==> src/hdl/mms_pkg.sv <==
// Types and constants shared by the min/max stack modules.
package mms_pkg;

  localparam int DATA_W            = 32;
  localparam int STACK_DEPTH_DEF   = 64;

  // Operation carried on the input tuser bit.
  localparam logic FUNC_PUSH = 1'b0;
  localparam logic FUNC_POP  = 1'b1;

  typedef enum logic [1:0] {
    ST_OK    = 2'd0,
    ST_FULL  = 2'd1,
    ST_EMPTY = 2'd2
  } status_t;

  // One stack entry: the value and the running extremes up to it.
  typedef struct packed {
    logic signed [DATA_W-1:0] max_value;
    logic signed [DATA_W-1:0] min_value;
    logic signed [DATA_W-1:0] value;
  } entry_t;

  // Shift commands broadcast along the row of cells.
  typedef struct packed {
    logic push;
    logic pop;
  } cell_ctrl_t;

  // Result beat as it sits in out_tdata, lowest field last.
  typedef struct packed {
    logic [4:0]               pad;
    status_t                  status;
    logic                     is_empty;
    logic signed [DATA_W-1:0] min_value;
    logic signed [DATA_W-1:0] max_value;
    logic signed [DATA_W-1:0] top_value;
  } out_beat_t;

  localparam int OUT_W = $bits(out_beat_t);

  localparam logic signed [DATA_W-1:0] EMPTY_WORD = '1;

endpackage

==> src/hdl/mms_cell.sv <==
// One stack cell: holds an entry and shifts it toward the top or bottom.
module mms_cell
  import mms_pkg::*;
(
  input  logic       clk,
  input  cell_ctrl_t ctrl,
  input  entry_t     up_in,
  input  entry_t     down_in,
  output entry_t     q
);

  entry_t entry_r;

  // A push takes the entry from the cell above, a pop from the cell below.
  always_ff @(posedge clk) begin
    if (ctrl.push) begin
      entry_r <= up_in;
    end else if (ctrl.pop) begin
      entry_r <= down_in;
    end
  end

  assign q = entry_r;

endmodule

==> config.mk <==
export PLATFORM = sky130hd
export DESIGN_NAME = mms_cell
export DESIGN_NICKNAME = d
export VERILOG_FILES = /design/src/hdl/mms_pkg.sv /design/src/hdl/mms_cell.sv
export SDC_FILE = /design/constraint.sdc
export NUM_CORES = 1
export LEC_CHECK = 0
export BUFFER_PORTS_ARGS = -buffer_cell sky130_fd_sc_hd__clkbuf_2
export CAP_MARGIN = 20
export CORE_MARGIN = 8
export CORE_UTILIZATION = 37
export CTS_BUF_LIST = sky130_fd_sc_hd__clkbuf_8 sky130_fd_sc_hd__clkbuf_16
export CTS_CLUSTER_SIZE = 12
export DETAILED_ROUTE_END_ITERATION = 12
export GPL_TIMING_DRIVEN = 0
export HOLD_SLACK_MARGIN = 0.02
export PLACE_DENSITY_LB_ADDON = 0.15
export SLEW_MARGIN = 30
export SYNTH_ARGS = -nofsm -noshare
export SYNTH_HDL_FRONTEND = slang
export SYNTH_SLANG_ARGS = --single-unit
==> constraint.sdc <==
create_clock -name clk -period 3.65 [get_ports clk]
set_input_delay 0.5475 -clock clk [delete_from_list [all_inputs] [get_ports clk]]
set_output_delay 0.5475 -clock clk [all_outputs]
set_load 0.01 [all_outputs]
==> run metrics <==
flops & latches, synth=96; H-tree depth=3; Slew HR=0.8025; first-pass GRT wire length=around 18,000 um; Least-Margin Pin Slew=between 200 and 300 ps; final-stage net count=roughly 700; Core Box Area=about 11,000 sq um; postcts setup bufs=0; fillers=~930; Distinct cells, synth=6; Horiz. Die Dim=about 120 um; Power Total=approximately 2700 uW; Sequential cell area=2883 sq um; pre-CTS setup slack=~1400 ps; initial cell density of the core=0.3809; most area-hungry cell type in the Yosys netlist=edfxtp_1; Detail Placement HPWL=around 11,000 um; Multi-input gate area=1199 sq um; P_leak=0.002893 uW; vias in the first global route=3,278; post-synthesis sequential area ratio=0.6921; Max clock buf depth=2; endpoint class of the critical path=register; Top Ports=around 290; final hold vios=0; # port buffers=just under 300; async set-or-reset flop fraction in the synthesized netlist=0; crit path time final=1907 ps; commonest cells in the synthesized netlist=96 x edfxtp_1, 67 x mux2_2, 29 x mux2_4; First-pass DRT Iterations=4; most numerous cell in the Yosys netlist=edfxtp_1; status=complete, no violations; final setup violation count=0; PnR worst setup slack=~1700 ps; Via density=4.565; die footprint=about 15,000 sq um; DRC=0; Placer Congestion=0.7545; hold bufs inserted after CTS=0; CTS Buf Count=9; WP data arrival=roughly 1900 ps; final slew viol count=0; Setup CP Type=in2reg; Syn Area/Cell=roughly 20 sq um; Main synth FF type=edfxtp_1; RSZ-0062 raised after global routing=false; ANT nets after route=0; largest net degree at the start of global routing=44; GRT overflow=0; Die H=about 120 um; CTS Root Cell=clkbuf_16; # rows=38; crit path launch type=primary input; Synth warnings=0; initial antenna violation count=0; average wire per standard cell=slightly below 20 um; number of synthesized flops with an enable pin=between 90 and 100; total of max-cap violations=0; GRT Resource Usage Total=0.1652; Synth Net Count=roughly 400; hold slack=about 500 ps; post-route clock period utilization=0.5225; Area growth, synth to finish=46.14%; drt initial violations=about 140; clk sinks=between 90 and 100; antenna fix cells=0; power per standard cell area=440.3 nW/um^2; CTS resizes=0; via count=between 2,000 and 3,000; dpl cells=around 640; top cells by area, synth=edfxtp_1 69%, mux2_2 18%, mux2_4 10%, buf_6 1.4%, buf_2 0.72%; final non-filler cell total=651; total wire length=12,600 um; maximum clock rate=524.4 MHz; proportion of layout cells with a drive suffix above 1=0.8043; Gate Count Post-Synth=around 200; synthesized area=4165 sq um; Yosys top cell area share=0.6921; max reg flops=96; worst min-delay path class=in2reg; Data required, critical path=between 3000 and 4000 ps; critical-path maximum fanout=43; CTS clk-pin slew, worst paths=approximately 60 ps; TritonCTS clock tree=built; Max IR drop VDD=0.1917 mV
==> routing by layer <==
metal / track usage / up-vias / wire length [um]
met4: 0.06550 / 0 / 223
met5: 0 / - / 0
li1: - / 1407 / -
met3: 0.07404 / 15 / 1651
met1: 0.1702 / 1368 / 4401
met2: 0.2883 / 182 / 6318
==> through the flow <==
stage                     setup TNS, ps  cell area [sq um]    util
after floorplan                       0               4165       -
after global placement           -84060               5787  0.5292
after detailed placement              0               5829  0.5331
after CTS                             0               6087  0.5566
after global routing                  0               6087  0.5566
final                                 0               6087  0.5566
==> area by class of cell <==
class                      instances  area share
sequential                        96      0.4736
timing repair buffer             291      0.2442
multi-input combinational         97      0.1969
clock buffer                       9     0.03700
tap                              140     0.02878
buffer                            11     0.01418
clock inverter                     7    0.005344
==> logic make-up after synthesis <==
logic type	Yosys count	share of synthesized area
AND/OR/NAND/NOR	1	0.001503
buffers and inverters	11	0.02073
multiplexers	96	0.2857
flip-flops	96	0.6921
==> where the power goes <==
part,internal (uW),switching (uW)
sequential,1350,31.3
combinational,249,219
clock,450,377
total,2050,628
==> layout by cell type, fill, tap and decap left out <==
cell type   netlist  routed
clkbuf_2          0     289
edfxtp_1         96      96
mux2_2           67      67
mux2_4           29      29
clkbuf_16         0       9
buf_2             6       6
buf_6             5       5
inv_1             0       3
clkinv_2          0       2
buf_12            0       2
or2_4             0       1
clkinv_1          0       1
clkinvlp_4        0       1
==> path summary, 6_finish.rpt <==
| path | cells after the start | endpoint | slack, ps | start |
|---|---|---|---|---|
| max | 6 | q[17] | 1740 | ctrl[1] |
| min | 2 | q[68] | 510 | down_in[68] |
==> worst max-delay path: stages <==
cell and delay, ps:
buf_6 110, buf_6 160, buf_6 180, or2_4 330
buf_12 290, buf_12 260
Note: power is estimated with default switching activity, not from simulation.
